[config.mk]
export PLATFORM = sky130hd
export DESIGN_NAME = char_stream_tokenizer_core_flat
export DESIGN_NICKNAME = d
export VERILOG_FILES = /design/src/hdl/cst_pkg.sv /design/src/hdl/cst_char_if.sv /design/src/hdl/cst_token_if.sv /design/src/hdl/char_stream_tokenizer_core.sv /design/src/flat_wrapper.sv
export SDC_FILE = /design/constraint.sdc
export NUM_CORES = 1
export LEC_CHECK = 0
export BUFFER_PORTS_ARGS = -buffer_cell sky130_fd_sc_hd__buf_2
export CAP_MARGIN = 20
export CORE_MARGIN = 5
export CORE_UTILIZATION = 43
export DETAILED_ROUTE_END_ITERATION = 12
export PLACE_DENSITY_LB_ADDON = 0.08
export SLEW_MARGIN = 20
export SYNTH_ARGS = -nofsm -noshare
export SYNTH_HDL_FRONTEND = slang
export SYNTH_SLANG_ARGS = --single-unit
[constraint.sdc]
create_clock -name clk -period 7.6 [get_ports clk]
set_clock_uncertainty 0.05 [all_clocks]
set_input_delay 0.76 -clock clk [delete_from_list [all_inputs] [get_ports clk]]
set_output_delay 0.76 -clock clk [all_outputs]
set_load 0.005 [all_outputs]
[src/hdl/cst_pkg.sv]
// Shared types, codes and character constants of the character stream tokenizer.
package cst_pkg;

	// Token kinds carried on the result channel
	typedef enum logic [1:0] {
		KIND_IDENT = 2'd0,
		KIND_INT   = 2'd1,
		KIND_DEC   = 2'd2,
		KIND_COMMA = 2'd3
	} kind_t;

	// Scanner mode
	typedef enum logic [1:0] {
		MODE_IDLE    = 2'd0,
		MODE_IDENT   = 2'd1,
		MODE_NUMBER  = 2'd2,
		MODE_COMMENT = 2'd3
	} mode_t;

	localparam int MAG_OUT_W = 32;
	localparam int FRAC_W    = 4;
	localparam int DOT_W     = 2;

	localparam logic [7:0] CH_COMMA   = 8'h2C;
	localparam logic [7:0] CH_MINUS   = 8'h2D;
	localparam logic [7:0] CH_DOT     = 8'h2E;
	localparam logic [7:0] CH_SLASH   = 8'h2F;
	localparam logic [7:0] CH_NEWLINE = 8'h0A;
	localparam logic [7:0] CH_USCORE  = 8'h5F;
	localparam logic [7:0] CH_ZERO    = 8'h30;
	localparam logic [7:0] CH_NINE    = 8'h39;
	localparam logic [7:0] CH_LOW_A   = 8'h61;
	localparam logic [7:0] CH_LOW_Z   = 8'h7A;
	localparam logic [7:0] CH_UP_A    = 8'h41;
	localparam logic [7:0] CH_UP_Z    = 8'h5A;
	localparam logic [7:0] DIGIT_MASK = 8'h0F;

	localparam logic [DOT_W-1:0]  DOTS_ONE  = 2'd1;
	localparam logic [DOT_W-1:0]  DOTS_MANY = 2'd2;
	localparam logic [FRAC_W-1:0] FRAC_MAX  = 4'd15;

	// One result word
	typedef struct packed {
		kind_t                token_kind;
		logic [7:0]           ident_char;
		logic                 ident_end;
		logic                 negative;
		logic [MAG_OUT_W-1:0] magnitude;
		logic [FRAC_W-1:0]    fraction_digits;
		logic                 overflow;
		logic                 last_result;
	} res_t;

	function automatic res_t make_ident(logic [7:0] ch, logic fin);
		res_t r;
		r            = '0;
		r.token_kind = KIND_IDENT;
		r.ident_char = ch;
		r.ident_end  = fin;
		return r;
	endfunction

	function automatic res_t make_comma();
		res_t r;
		r            = '0;
		r.token_kind = KIND_COMMA;
		return r;
	endfunction

	function automatic res_t make_number(logic neg, logic [MAG_OUT_W-1:0] mag,
			logic [DOT_W-1:0] dots, logic [FRAC_W-1:0] frac, logic ovf);
		res_t r;
		r            = '0;
		r.negative   = neg;
		r.magnitude  = mag;
		r.overflow   = ovf;
		if (dots == '0) begin
			r.token_kind = KIND_INT;
		end else begin
			r.token_kind      = KIND_DEC;
			r.fraction_digits = frac;
		end
		return r;
	endfunction

endpackage

[src/hdl/cst_char_if.sv]
// Input channel: one source byte per word.
interface cst_char_if;
	logic       valid;
	logic       ready;
	logic [7:0] char_in;
	logic       end_of_input;

	modport source (output valid, output char_in, output end_of_input, input ready);
	modport sink (input valid, input char_in, input end_of_input, output ready);
endinterface

[src/hdl/cst_token_if.sv]
// Result channel: one token word per handshake.
interface cst_token_if;
	import cst_pkg::*;
	logic                 valid;
	logic                 ready;
	kind_t                token_kind;
	logic [7:0]           ident_char;
	logic                 ident_end;
	logic                 negative;
	logic [MAG_OUT_W-1:0] magnitude;
	logic [FRAC_W-1:0]    fraction_digits;
	logic                 overflow;
	logic                 last_result;

	modport source (output valid, output token_kind, output ident_char, output ident_end,
		output negative, output magnitude, output fraction_digits, output overflow,
		output last_result, input ready);
	modport sink (input valid, input token_kind, input ident_char, input ident_end,
		input negative, input magnitude, input fraction_digits, input overflow,
		input last_result, output ready);
endinterface

[src/hdl/char_stream_tokenizer_core.sv]
// Character stream tokenizer: scanner state, number accumulator and result queue.
// A byte's result words enter the registered result queue when the byte is accepted.
// Throughput: one byte per cycle while the four-entry result queue has two free slots,
// and a byte can give up to two result words.
// Reset (arst_n low, asynchronous): scanner returns to idle, queue empties.
module char_stream_tokenizer_core #(
	parameter int MAGNITUDE_BITS = 32
) (
	input  logic                 clk,
	input  logic                 arst_n,
	cst_char_if.sink             chars,
	cst_token_if.source          tokens
);
	import cst_pkg::*;

	localparam int WIDE_W = MAGNITUDE_BITS + 4;
	localparam int QDEPTH = 4;
	localparam int QIDX_W = 2;

	// Scanner state
	mode_t                     mode_q;
	logic                      slash_q;
	logic [7:0]                held_q;
	logic                      neg_q;
	logic                      first_q;
	logic [MAGNITUDE_BITS-1:0] acc_q;
	logic [DOT_W-1:0]          dots_q;
	logic [FRAC_W-1:0]         frac_q;
	logic                      ovf_q;

	// Result queue
	res_t                      ent_q [QDEPTH];
	res_t                      ent_n [QDEPTH];
	logic [QIDX_W:0]           cnt_q;
	logic [QIDX_W:0]           cnt_n;
	logic [QIDX_W:0]           base;

	logic       accept;
	logic       pop;
	logic [7:0] c;
	logic       eoi;
	logic       is_id, is_dig, is_num, is_comma, is_slash, is_nl;
	logic       start_b;
	logic       feed_en;
	logic       init;

	mode_t      mode_step;
	logic       slash_n;
	logic [7:0] held_n;

	// Number values before and after this byte
	logic                      b_neg, b_first, b_ovf;
	logic [MAGNITUDE_BITS-1:0] b_acc;
	logic [DOT_W-1:0]          b_dots;
	logic [FRAC_W-1:0]         b_frac;
	logic                      f_neg, f_ovf;
	logic [MAGNITUDE_BITS-1:0] f_acc;
	logic [DOT_W-1:0]          f_dots;
	logic [FRAC_W-1:0]         f_frac;
	logic [WIDE_W-1:0]         wide;
	logic [MAGNITUDE_BITS+MAG_OUT_W-1:0] ext_cur;
	logic [MAGNITUDE_BITS+MAG_OUT_W-1:0] ext_fed;

	res_t       rs [2];
	logic [1:0] n_res;

	assign accept = chars.valid && chars.ready;
	assign pop    = tokens.valid && tokens.ready;
	assign c      = chars.char_in;
	assign eoi    = chars.end_of_input;

	// Classify the byte
	assign is_id    = c inside {[CH_LOW_A:CH_LOW_Z], [CH_UP_A:CH_UP_Z], CH_USCORE};
	assign is_dig   = c inside {[CH_ZERO:CH_NINE]};
	assign is_num   = is_dig || c == CH_DOT || c == CH_MINUS;
	assign is_comma = c == CH_COMMA;
	assign is_slash = c == CH_SLASH;
	assign is_nl    = c == CH_NEWLINE;

	// Decide whether the byte opens a fresh token
	always_comb begin
		start_b = 1'b0;
		if (mode_q == MODE_COMMENT) begin
			start_b = 1'b0;
		end else if (slash_q) begin
			start_b = !is_slash;
		end else if (mode_q == MODE_IDENT) begin
			start_b = !is_id;
		end else if (mode_q == MODE_NUMBER) begin
			start_b = !is_num;
		end else begin
			start_b = 1'b1;
		end
	end

	assign init    = start_b && is_num;
	assign feed_en = init || (mode_q == MODE_NUMBER && !slash_q && is_num);

	// Next mode, slash flag and held character
	always_comb begin
		mode_step = mode_q;
		slash_n   = slash_q;
		held_n    = held_q;
		if (mode_q == MODE_COMMENT) begin
			if (is_nl) mode_step = MODE_IDLE;
		end else if (slash_q) begin
			slash_n = 1'b0;
			if (is_slash) mode_step = MODE_COMMENT;
		end else if (mode_q == MODE_IDENT) begin
			if (is_id) held_n = c;
		end
		if (start_b) begin
			mode_step = MODE_IDLE;
			if (is_id) begin
				mode_step = MODE_IDENT;
				held_n    = c;
			end else if (is_num) begin
				mode_step = MODE_NUMBER;
			end else if (is_slash) begin
				slash_n = 1'b1;
			end
		end
	end

	// Pick the number state to extend: fresh on a new number
	assign b_neg   = init ? 1'b0 : neg_q;
	assign b_first = init ? 1'b1 : first_q;
	assign b_acc   = init ? '0 : acc_q;
	assign b_dots  = init ? '0 : dots_q;
	assign b_frac  = init ? '0 : frac_q;
	assign b_ovf   = init ? 1'b0 : ovf_q;

	// Multiply by ten and add the digit
	assign wide = ({4'b0, b_acc} << 3) + ({4'b0, b_acc} << 1)
		+ WIDE_W'(c & DIGIT_MASK);

	// Fold the byte into the number
	always_comb begin
		f_neg  = b_neg | (b_first && c == CH_MINUS);
		f_acc  = b_acc;
		f_dots = b_dots;
		f_frac = b_frac;
		f_ovf  = b_ovf;
		if (c == CH_DOT) begin
			if (b_dots != DOTS_MANY) f_dots = b_dots + DOTS_ONE;
		end else if (is_dig) begin
			if (|wide[WIDE_W-1:MAGNITUDE_BITS]) begin
				f_acc = '1;
				f_ovf = 1'b1;
			end else begin
				f_acc = wide[MAGNITUDE_BITS-1:0];
			end
			if (b_dots != '0) begin
				if (b_frac != FRAC_MAX) f_frac = b_frac + 1'b1;
				else f_ovf = 1'b1;
			end
		end
	end

	assign ext_cur = {{MAG_OUT_W{1'b0}}, acc_q};
	assign ext_fed = {{MAG_OUT_W{1'b0}}, f_acc};

	// Build up to two result words for this byte
	always_comb begin
		rs[0] = '0;
		rs[1] = '0;
		n_res = 2'd0;
		if (mode_q != MODE_COMMENT && !slash_q) begin
			if (mode_q == MODE_IDENT) begin
				rs[n_res[0]] = make_ident(held_q, !is_id);
				n_res        = n_res + 2'd1;
			end else if (mode_q == MODE_NUMBER && !is_num && dots_q != DOTS_MANY) begin
				rs[n_res[0]] = make_number(neg_q, ext_cur[MAG_OUT_W-1:0], dots_q,
					frac_q, ovf_q);
				n_res        = n_res + 2'd1;
			end
		end
		if (start_b && is_comma) begin
			rs[n_res[0]] = make_comma();
			n_res        = n_res + 2'd1;
		end
		// Flush the pending token on the last byte
		if (eoi) begin
			if (mode_step == MODE_IDENT) begin
				rs[n_res[0]] = make_ident(held_n, 1'b1);
				n_res        = n_res + 2'd1;
			end else if (mode_step == MODE_NUMBER && f_dots != DOTS_MANY) begin
				rs[n_res[0]] = make_number(f_neg, ext_fed[MAG_OUT_W-1:0], f_dots,
					f_frac, f_ovf);
				n_res        = n_res + 2'd1;
			end
		end
		if (n_res == 2'd1) rs[0].last_result = 1'b1;
		if (n_res == 2'd2) rs[1].last_result = 1'b1;
	end

	// Advance scanner state; the last byte returns it to reset
	always_ff @(posedge clk or negedge arst_n) begin
		if (!arst_n) begin
			mode_q  <= MODE_IDLE;
			slash_q <= 1'b0;
			held_q  <= '0;
			neg_q   <= 1'b0;
			first_q <= 1'b1;
			acc_q   <= '0;
			dots_q  <= '0;
			frac_q  <= '0;
			ovf_q   <= 1'b0;
		end else if (accept) begin
			if (eoi) begin
				mode_q  <= MODE_IDLE;
				slash_q <= 1'b0;
				held_q  <= '0;
				neg_q   <= 1'b0;
				first_q <= 1'b1;
				acc_q   <= '0;
				dots_q  <= '0;
				frac_q  <= '0;
				ovf_q   <= 1'b0;
			end else begin
				mode_q  <= mode_step;
				slash_q <= slash_n;
				held_q  <= held_n;
				if (feed_en) begin
					neg_q   <= f_neg;
					first_q <= 1'b0;
					acc_q   <= f_acc;
					dots_q  <= f_dots;
					frac_q  <= f_frac;
					ovf_q   <= f_ovf;
				end
			end
		end
	end

	// Shift out the head word, then append this byte's words
	always_comb begin
		for (int i = 0; i < QDEPTH; i++) ent_n[i] = ent_q[i];
		base = cnt_q;
		if (pop) begin
			for (int i = 0; i < QDEPTH - 1; i++) ent_n[i] = ent_q[i + 1];
			base = cnt_q - 1'b1;
		end
		cnt_n = base;
		if (accept) begin
			if (n_res != 2'd0) ent_n[base[QIDX_W-1:0]] = rs[0];
			if (n_res == 2'd2) ent_n[base[QIDX_W-1:0] + 1'b1] = rs[1];
			cnt_n = base + {1'b0, n_res};
		end
	end

	always_ff @(posedge clk or negedge arst_n) begin
		if (!arst_n) begin
			cnt_q <= '0;
		end else begin
			cnt_q <= cnt_n;
		end
	end

	always_ff @(posedge clk) begin
		for (int i = 0; i < QDEPTH; i++) ent_q[i] <= ent_n[i];
	end

	// Take a byte only while two slots are free
	assign chars.ready = cnt_q < 3'(QDEPTH - 1);

	// Drive the head word
	assign tokens.valid           = cnt_q != '0;
	assign tokens.token_kind      = ent_q[0].token_kind;
	assign tokens.ident_char      = ent_q[0].ident_char;
	assign tokens.ident_end       = ent_q[0].ident_end;
	assign tokens.negative        = ent_q[0].negative;
	assign tokens.magnitude       = ent_q[0].magnitude;
	assign tokens.fraction_digits = ent_q[0].fraction_digits;
	assign tokens.overflow        = ent_q[0].overflow;
	assign tokens.last_result     = ent_q[0].last_result;

endmodule

[src/flat_wrapper.sv]
// flat-port wrapper written by rule: the top's interface ports become plain ports
module char_stream_tokenizer_core_flat import cst_pkg::*;
#(
	parameter int MAGNITUDE_BITS = 32
)
  (clk, arst_n, chars_valid, chars_char_in, chars_end_of_input, chars_ready, tokens_valid, tokens_token_kind, tokens_ident_char, tokens_ident_end, tokens_negative, tokens_magnitude, tokens_fraction_digits, tokens_overflow, tokens_last_result, tokens_ready);
  cst_char_if chars_i ();
  cst_token_if tokens_i ();
  input  logic clk;
  input  logic arst_n;
  input wire logic [$bits(chars_i.valid)-1:0] chars_valid;
  input wire logic [$bits(chars_i.char_in)-1:0] chars_char_in;
  input wire logic [$bits(chars_i.end_of_input)-1:0] chars_end_of_input;
  output wire logic [$bits(chars_i.ready)-1:0] chars_ready;
  output wire logic [$bits(tokens_i.valid)-1:0] tokens_valid;
  output wire logic [$bits(tokens_i.token_kind)-1:0] tokens_token_kind;
  output wire logic [$bits(tokens_i.ident_char)-1:0] tokens_ident_char;
  output wire logic [$bits(tokens_i.ident_end)-1:0] tokens_ident_end;
  output wire logic [$bits(tokens_i.negative)-1:0] tokens_negative;
  output wire logic [$bits(tokens_i.magnitude)-1:0] tokens_magnitude;
  output wire logic [$bits(tokens_i.fraction_digits)-1:0] tokens_fraction_digits;
  output wire logic [$bits(tokens_i.overflow)-1:0] tokens_overflow;
  output wire logic [$bits(tokens_i.last_result)-1:0] tokens_last_result;
  input wire logic [$bits(tokens_i.ready)-1:0] tokens_ready;
  assign chars_i.valid = chars_valid;
  assign chars_i.char_in = chars_char_in;
  assign chars_i.end_of_input = chars_end_of_input;
  assign chars_ready = chars_i.ready;
  assign tokens_valid = tokens_i.valid;
  assign tokens_token_kind = tokens_i.token_kind;
  assign tokens_ident_char = tokens_i.ident_char;
  assign tokens_ident_end = tokens_i.ident_end;
  assign tokens_negative = tokens_i.negative;
  assign tokens_magnitude = tokens_i.magnitude;
  assign tokens_fraction_digits = tokens_i.fraction_digits;
  assign tokens_overflow = tokens_i.overflow;
  assign tokens_last_result = tokens_i.last_result;
  assign tokens_i.ready = tokens_ready;
  char_stream_tokenizer_core #(.MAGNITUDE_BITS(MAGNITUDE_BITS)) u_core (.clk(clk), .arst_n(arst_n), .chars(chars_i), .tokens(tokens_i));
endmodule
==> metrics, run 1 <==
final setup slack of the worst path 1195 ps; clock sinks 255; Final Hold Fails 0; final period utilization 0.8428; Synth cell types between 90 and 100; 1st-iter DRT viols around 1.8k; CTS H-tree lvls 1; nets@finish 2105; Final Slew Violations 0; Worst-Margin Slew 1127 ps; WP data required roughly 8000 ps; Root Buffer clkbuf_16; Synth async-reset ratio 0.2157; Syn Area/Cell 7.940 um^2; Placement Rows 71; synth warn 0; Port Buffers 64; CTS tree yes; Routability Congestion 0.9462; Slew HR 0.2490; clk_lat worst skew 590 ps; drt total wl 60790 um; post-CTS setup buffer count 0; syn nets between 2k and 2.5k; post-CTS resize count 0; Highest Clock Rate 156.1 MHz; Worst Setup End Kind flip-flop; Area Growth Syn to Fin 10.32%; Setup Viol. Count Final 0; initial antenna violation count 0; Routed Antenna Nets 0; Ports between 60 and 70; total grt overflow 0; global-route wire length before repair 92750 um; synthesized cell area between 15000 and 20000 um^2; core area 37400 um^2; number of enable flip-flop cells after synthesis 50; Worst-path clk slew 60 ps; Cells after Synth 2036; fraction of layout cells with a size suffix above 1 0.09897; Die Wd 203.9 um; Min Clock Period, post-route about 6400 ps; Bufs on Longest Clock Path 3; total global-route track usage 0.2811; vias in the first global route around 15k; Inserted Diodes 0; DR vias 16.29k; worst-path maximum fanout 19; TNS Setup 0 ps; Fillers 3724; crit path DAT about 6600 ps; worst hold path class primary input to async pin; reg2reg path depth 19; Post-DP HPWL just under 40000 um; Pleak between 7 and 8 nW; Crit Path Category primary input to flip-flop; status complete, no violations; Starting Density 0.4323; Inserted Clock Buffers 29; number of remaining DRC errors 0; routed vias/inst ~6.4; worst slack at placement 706.8 ps; RSZ-0062 raised after global routing no; Worst VDD drop 0.0001427 V; largest net degree at the start of global routing 84; DIE AREA 41580 um^2; DR WL/cell 23.82 um; Die Ht around 200 um; ys flop type dfxtp_1; register area share after synthesis 0.3638; number of synthesized register bits around 260; DRT Pass-1 Iters 5; PD cells 337.3 nW/um^2; # hold bufs at CTS 0; crit start category primary input; Max Cap Viol 0
sequential cells by signal (all words and copies together) (netlist names):
name	count
u_core.acc_q	32
u_core.cnt_q	3
u_core.dots_q	2
u_core.ent_q	200
u_core.first_q	1
u_core.frac_q	4
u_core.held_q	8
u_core.mode_q	2
u_core.neg_q	1
u_core.ovf_q	1
u_core.slash_q	1
per-stage QoR:
stage	hold slack [ps]	instances	total power, W	area, um^2	utilization
2_1_floorplan	403.4	2036	0.003865	16170	-
3_3_place_gp	416.0	2499	0.004541	16900	0.4517
3_5_place_dp	420.6	2499	0.004585	16900	0.4518
4_1_cts	363.3	2552	0.005998	17840	0.4769
5_1_grt	394.9	2552	0.006403	17840	0.4769
6_report	336.5	2552	0.006017	17840	0.4769
worst max-delay path, stage by stage:
cell       delay, ps
buf_2            200
o21ai_1          300
o2bb2ai_1        180
o21a_1           290
nand3_1          150
buf_4            230
and2_1           220
ha_1             280
ha_1             190
inv_1             70
fa_1             450
nand2b_1         180
a21oi_1          280
o211ai_2         210
a2111oi_4        420
o31ai_1          190
o21bai_2         190
xnor2_1          300
nand3_2          630
o21ai_0          710
o311ai_0         190
final cells by class:
cell class / count / area [um^2] / share of cell area
Multi-Input combinational cell: 1604 / 9647 / 0.5409
Sequential cell: 255 / 5882 / 0.3298
Clock buffer: 44 / 852.1 / 0.04777
Tap cell: 511 / 639.4 / 0.03585
Timing Repair Buffer: 104 / 633.1 / 0.03550
Inverter: 25 / 96.34 / 0.005402
Clock inverter: 9 / 86.33 / 0.004840
cell usage in the layout, fill, tap and decap left out, types with 13 or more instances in the layout:
cell type,instances
dfxtp_1,150
buf_2,64
a22oi_1,15
a21oi_1,133
nor2_1,104
a32oi_1,38
o221ai_1,41
clkbuf_16,29
nand2_1,454
nand3_1,35
and2_1,43
xor2_1,15
buf_4,39
nor3_1,18
a21o_1,21
and3_1,15
mux2i_1,38
inv_1,24
xnor2_1,21
nand4_1,13
o21ai_0,158
nand2b_1,18
a31oi_1,60
o21ai_1,13
edfxtp_1,50
dfrtp_1,54
o22ai_1,72
o31ai_1,21
o211ai_1,18
ha_1,71
power breakdown:
group	internal, W	switching (W)
sequential	0.00198	0.000343
clock	0.000806	0.000606
combinational	0.000890	0.00140
cell families after synthesis:
group                      count (synthesis)  synth area share
AOI/OAI and AO/OA                        702            0.2857
xor gates and xnor gates                  36           0.01950
adders and majority gates                 73           0.05743
buffers and inverters                    177           0.04357
DFF                                      255            0.3638
muxes                                     39           0.02422
and+or+nand+nor                          754            0.2057
cell usage after synthesis, types with 6 or more instances:
master	instances	area, um^2
a22oi_1	15	112.6
and3_1	16	100.1
xor2_1	15	131.4
nand4_1	13	81.33
o31ai_1	21	157.7
a211o_1	7	61.31
nor3_1	18	90.09
buf_2	23	115.1
a31o_2	10	87.58
a22o_1	12	105.1
a21o_1	21	157.7
a31oi_1	60	375.4
o21ai_1	14	70.07
o311ai_0	6	52.55
o22ai_1	72	450.4
buf_1	7	26.28
o21a_1	10	75.07
mux2i_1	38	380.4
or2_2	6	37.54
o221ai_1	41	359.1
nand2_1	455	1708
nor2b_1	6	37.54
ha_1	71	888.4
and2_1	43	269.0
o21bai_1	7	52.55
o211ai_1	18	135.1
nand3_1	35	175.2
inv_1	25	93.84
dfrtp_1	54	1351
a32oi_1	38	332.8
nand2b_1	18	112.6
o21ai_0	158	790.8
nor2_1	109	409.1
xnor2_1	21	183.9
edfxtp_1	50	1501
a221oi_1	8	70.07
clkbuf_1	119	446.7
a21oi_1	134	670.6
dfxtp_1	150	3003
per-layer routing:
metal	vias to the layer above	part of all wire	GRT usage
met5	-	0	0
met4	0	0.024	0.06673
met2	769	0.43	0.4267
met1	7950	0.46	0.4192
met3	105	0.088	0.04602
li1	7465	-	-
final timing paths:
kind                                               from                            end  slack [ps]
setup / recovery                       chars_char_in[1]  u_core.ent_q[3][11]$_DFFE_PP_        1190
hold / removal                                   arst_n   u_core.held_q[5]$_DFFE_PN0P_         340
setup reg to reg           u_core.mode_q[1]$_DFFE_PN0P_  u_core.ent_q[3][11]$_DFFE_PP_        1380
hold reg to reg              u_core.ent_q[0][4]$_DFF_P_     u_core.ent_q[0][4]$_DFF_P_         420
max in group asynchronous                        arst_n   u_core.acc_q[22]$_DFFE_PN0P_        6500
min in group clk             u_core.ent_q[0][4]$_DFF_P_     u_core.ent_q[0][4]$_DFF_P_         420
(Power assumes the default switching activity.)
==> run 2: changes to the inputs <==
- clock period: 7.6 -> 6.13 ns (I/O delays scaled with it)
==> run 2 against run 1 <==
  * Clock-buffer cell count grew 1
  * Wire length shrank 0.69%
  * Clock power grew 31%
  * Die area is the same
  * Setup slack lost 770 ps
  * Utilization grew 0.81 points
  * Flip-flop and latch count is the same
  * Via count shrank 0.92%
  * Worst hold slack lost 150 ps
  * Global-route usage grew 0.11 points
  * Register-to-register slack lost 950 ps
==> metrics, run 2 (synthesis results as in run 1) <==
Die Ht 203.9 um; Routed Antenna Nets 0; TNS Setup 0 ps; Comb pwr share 0.377; core area roughly 37000 um^2; status complete, no violations; routed vias/inst 6.241; total global-route track usage 0.2822; placed cell count 2530; worst flop-to-flop path startpoint u_core.mode_q[0]$_DFFE_PN0P_; biggest regs u_core.ent_q: 200 flops, u_core.acc_q: 32 flops, u_core.held_q: 8 flops; Area Growth Syn to Fin 12.20%; post-CTS setup buffer count 0; post-CTS resize count 0; Bufs on Longest Clock Path 3; Ports 65; Worst VDD drop approximately 0.00023 V; nets@finish roughly 2.1k; Inserted Diodes 0; DIE AREA 41580 um^2; Max Cap Viol 0; register share of total power 0.378; Worst Setup End Kind flip-flop; Crit Path Category flip-flop to flip-flop; part of the power in the clock network 0.245; # hold bufs at CTS 0; Port Buffers 64; Highest Clock Rate 175.3 MHz; worst hold path class primary input to async pin; WP data required between 6000 and 7000 ps; CTS tree yes; fraction of layout cells with a size suffix above 1 0.1118; PD cells about 420 nW/um^2; reg2reg path depth 17; Final Hold Fails 0; Inserted Clock Buffers 30; DR vias approximately 16k; clock sinks approximately 260; drt total wl slightly above 60000 um; Switching Share 0.3839; DRT Pass-1 Iters 5; clk_lat worst skew 600 ps; Routability Congestion 0.9617; total grt overflow 0; Worst-Margin Slew 1082 ps; crit start category flip-flop; Worst-path clk slew roughly 70 ps; CTS H-tree lvls 1; Slew HR 0.2786; r2r endpoint u_core.ent_q[3][8]$_DFFE_PP_; Placement Rows 71; largest net degree at the start of global routing 97; Non-Filler Instances ~2.6k; Setup Viol. Count Final 0; 1st-iter DRT viols ~1.5k; Starting Density 0.4323; crit path DAT 5990 ps; RSZ-0062 raised after global routing no; Internal Pwr Total 0.004670 W; most frequent cells in the layout nand2_1 (454), o21ai_0 (158), dfxtp_1 (150); DR WL/cell 23.35 um; Psw 0.002910 W; initial antenna violation count 1; max reg flops 200; number of remaining DRC errors 0; vias in the first global route 15.17k; worst-path maximum fanout 31; Reg2Reg Setup Slack 430 ps; DP Area 17130 um^2; Min Clock Period, post-route ~5700 ps; Tot Pwr ~0.0076 W; Pleak between 7 and 8 nW; fin util 0.4850; Final Slew Violations 0; final period utilization 0.9304; commonest non-fill, non-tap cell in the layout nand2_1; Die Wd 203.9 um; global-route wire length before repair 92610 um; post-route cell area 18140 um^2; Biggest register u_core.ent_q; Post-DP HPWL 39630 um; Root Buffer clkbuf_16
==> run 2: changes by cell type in the layout (fill, tap and decap cells not counted), moves of 2 or more <==
cell,delta
clkinv_2,-3
nor2_1,+2
bufinv_16,+2
buf_4,+30
clkbuf_8,-2
nor2_2,-2
clkbuf_1,+2
==> run 2: power groups by stage <==
stage	registers (W)	clock network [W]	logic (W)
after floorplan	0.00278	0	0.00201
after global placement	0.00287	0	0.00278
after detailed placement	0.00289	0	0.00282
after CTS	0.00286	0.00187	0.00283
after global routing	0.00295	0.00195	0.00319
final	0.00287	0.00185	0.00286
==> run 2: worst max path at each step <==
stage	to	slack (ps)	startpoint	cells past startpoint
2_1_floorplan	u_core.ent_q[3][13]$_DFFE_PP_	500	chars_char_in[4]	23
3_3_place_gp	u_core.ent_q[3][8]$_DFFE_PP_	100	chars_char_in[6]	19
3_5_place_dp	u_core.ent_q[3][33]$_DFFE_PP_	-10	chars_char_in[4]	20
4_1_cts	u_core.ent_q[3][33]$_DFFE_PP_	490	u_core.mode_q[0]$_DFFE_PN0P_	17
5_1_grt	u_core.ent_q[3][8]$_DFFE_PP_	50	u_core.mode_q[0]$_DFFE_PN0P_	17
6_report	u_core.ent_q[3][8]$_DFFE_PP_	430	u_core.mode_q[0]$_DFFE_PN0P_	17
==> run 2: cell type report <==
cell class | instances | area [um^2]
Clock buffer | 45 | 857.1
Clock inverter | 11 | 147.6
Fill cell | 3797 | 19260
Inverter | 25 | 96.34
Multi-Input combinational cell | 1604 | 9639
Sequential cell | 255 | 5882
Tap cell | 511 | 639.4
Timing Repair Buffer | 135 | 878.3
==> run 2: routing by layer <==
| metal | vias up | share of wire | global-route usage |
|---|---|---|---|
| li1 | 7516 | - | - |
| met3 | 87 | 0.089 | 0.06236 |
| met2 | 691 | 0.43 | 0.4191 |
| met1 | 7845 | 0.45 | 0.4155 |
| met5 | - | 0 | 0 |
| met4 | 0 | 0.024 | 0.07420 |
==> run 2: worst max-delay path, stage by stage (launching register included) <==
cell	delay (ps)
dfrtp_1	420
or3b_1	520
nand3_1	390
buf_12	240
and3_1	200
ha_1	200
inv_1	70
fa_1	440
nand2b_1	170
a21oi_1	300
o211ai_2	200
a2111oi_4	400
o31ai_1	180
o21bai_2	190
xnor2_1	310
nand2_2	400
o31ai_1	600
o21bai_1	140
==> run 2: stage by stage <==
step           hold WS [ps]  worst slack (ps)
3_3_place_gp          414.0             103.7
4_1_cts               197.6             489.3
3_5_place_dp          420.3            -10.52
6_report              191.3             426.8
2_1_floorplan         267.4             504.2
5_1_grt               242.6             51.36
==> run 3: changes to the inputs <==
- PLACE_DENSITY: default -> 0.67
- PLACE_DENSITY_LB_ADDON: 0.08 -> default
==> run 3 against run 2 <==
  * Sequential power hardly changed
  * Setup slack worse by 54 ps
  * Die area stayed put
  * Register-to-register slack worse by 20 ps
  * Fmax is 0.94% lower
  * Critical path depth is 3 higher
  * Non-clock buffer count is 8 higher
  * Global-route usage is 1.6 points lower
  * Utilization is 0.23 points higher
  * Cell area is 0.48% higher
  * Clock power is 2% higher
  * Clock-buffer cell count is 5 lower
==> metrics, run 3 (synthesis results as in run 1) <==
status complete, no violations; post-route cell area 18230 um^2; Min Clock Period, post-route 5757 ps; worst slack at placement -65.00 ps; TNS Setup 0 ps; most frequent cells in the layout nand2_1 (454), o21ai_0 (158), dfxtp_1 (150); Inserted Clock Buffers 29; Pleak 7.454 nW; largest net degree at the start of global routing 86; Worst VDD drop 0.0002318 V; Setup Viol. Count Final 0; register share of total power 0.375; Area Growth Syn to Fin 12.74%; Crit path buffers/inverters 2; Worst-path clk slew approximately 60 ps; DR vias 16.34k; WP data required 6380 ps; # hold bufs at CTS 0; vias in the first global route 15.38k; met2 wire length 25570 um; max reg flops 200; total global-route track usage 0.2660; Internal Pwr Total 0.004739 W; Non-Filler Instances 2591; met1 WL 24430 um; Inserted Diodes 0; Fillers around 3.6k; Final Slew Violations 0; part of the power in the clock network 0.249; Slew HR 0.3136; Worst-Margin Slew 1030 ps; final period utilization 0.9392; reg2reg path depth 17; initial antenna violation count 1; worst-path maximum fanout 14; DIE AREA 41580 um^2; worst-path cell chain buf_2 -> nand3b_4 -> nor3b_1 -> o21a_1 -> nand3_1 -> and2_1 -> ha_1 -> ha_1 -> inv_1 -> fa_1 -> nand2b_1 -> a21oi_1 -> o211ai_2 -> a2111oi_4 -> o31ai_1 -> o21bai_2 -> xnor2_1 -> nand2_2 -> o31ai_1 -> o21bai_1; r2r endpoint u_core.ent_q[3][8]$_DFFE_PP_; Starting Density 0.4323; Post-DP HPWL 38240 um; Root Buffer clkbuf_16; CTS tree yes; Biggest register u_core.ent_q; CP top delay family compound AO/OA/AOI/OAI gates; Final Hold Fails 0; Highest Clock Rate 173.7 MHz; PD cells 417.5 nW/um^2; commonest non-fill, non-tap cell in the layout nand2_1; Max Cap Viol 0; global-route wire length before repair 89470 um; Die Wd 203.9 um; crit start category primary input; crit-path max cell delay roughly 640 ps; Die Ht 203.9 um; DRT Pass-1 Iters 5; routed vias/inst around 6.3; Psw 0.002870 W; Routability Congestion 0.9907; Placement Rows 71; clock sinks about 260; RSZ-0062 raised after global routing no; worst hold path class primary input to async pin; Switching Share 0.3772; Ports between 60 and 70; nets@finish 2144; Bufs on Longest Clock Path 3; Top Metal Used met4; final setup slack of the worst path between 300 and 400 ps; biggest regs u_core.ent_q: 200 flops, u_core.acc_q: 32 flops, u_core.held_q: 8 flops; Crit Path Category primary input to flip-flop; DR WL/cell 22.24 um; 1st-iter DRT viols 1943; CTS H-tree lvls 1; Reg2Reg Setup Slack 410 ps; Port Buffers 64; DR WL met3 6080 um; post-CTS setup buffer count 0; fraction of layout cells with a size suffix above 1 0.1163; crit path DAT 6010 ps; worst flop-to-flop path startpoint u_core.slash_q$_DFFE_PN0P_; post-CTS resize count 0; Worst Setup End Kind flip-flop; Comb pwr share 0.376; placed cell count 2538; Max stage delay cell, worst path o31ai_1; drt total wl 57620 um; Routed Antenna Nets 0; DP Area 17200 um^2; clk_lat worst skew 570 ps; total grt overflow 0; core area 37400 um^2; number of remaining DRC errors 0
## run 3: power groups by stage
stage                     sequential (W)  clock [W]  combinational (W)
after floorplan                  0.00278          0            0.00201
after global placement           0.00285          0            0.00274
after detailed placement         0.00287          0            0.00280
after CTS                        0.00284    0.00191            0.00282
after global routing             0.00292    0.00198            0.00318
final                            0.00285    0.00189            0.00286
## run 3: how the worst max path moves through the flow
stage	startpoint	endpoint	slack [ps]	cells past startpoint
after global routing	chars_char_in[2]	u_core.ent_q[3][8]$_DFFE_PP_	70	20
after CTS	u_core.slash_q$_DFFE_PN0P_	u_core.ent_q[3][8]$_DFFE_PP_	460	17
after global placement	chars_char_in[5]	u_core.ent_q[3][8]$_DFFE_PP_	160	19
after detailed placement	chars_char_in[2]	u_core.ent_q[3][8]$_DFFE_PP_	-60	20
after floorplan	chars_char_in[4]	u_core.ent_q[3][13]$_DFFE_PP_	500	23
final	chars_char_in[2]	u_core.ent_q[3][8]$_DFFE_PP_	370	20
## run 3: cell type report
class	instances	area (um^2)	share of cell area
Clock buffer	40	827.0	0.04538
Inverter	25	95.09	0.005217
Clock inverter	13	197.7	0.01085
Multi-Input combinational cell	1604	9634	0.5286
Tap cell	511	639.4	0.03508
Timing Repair Buffer	143	950.9	0.05217
Sequential cell	255	5882	0.3227
## run 3: through the flow
stage	total power [W]	hold slack [ps]	utilization
3_3_place_gp	0.005591	412.4	0.4599
5_1_grt	0.008073	287.1	0.4873
6_report	0.007609	212.3	0.4873
2_1_floorplan	0.004792	267.4	-
4_1_cts	0.007571	240.1	0.4873
3_5_place_dp	0.005675	419.6	0.4599
## run 3: worst register-to-register path, cell delays in order (launching register included)
cell	delay, ps
dfrtp_1	450
or3b_1	500
nand3_1	290
buf_4	270
and3_1	200
ha_1	220
inv_1	80
fa_1	440
nand2b_1	190
a21oi_1	310
o211ai_2	200
a2111oi_4	410
o31ai_1	160
o21bai_2	180
xnor2_1	300
nand2_2	400
o31ai_1	650
o21bai_1	150
## run 3: layer usage
layer,GRT usage,vias to the layer above
met5,0,-
met4,0.07974,0
met3,0.06569,110
met2,0.4047,856
met1,0.3752,7819
li1,-,7550
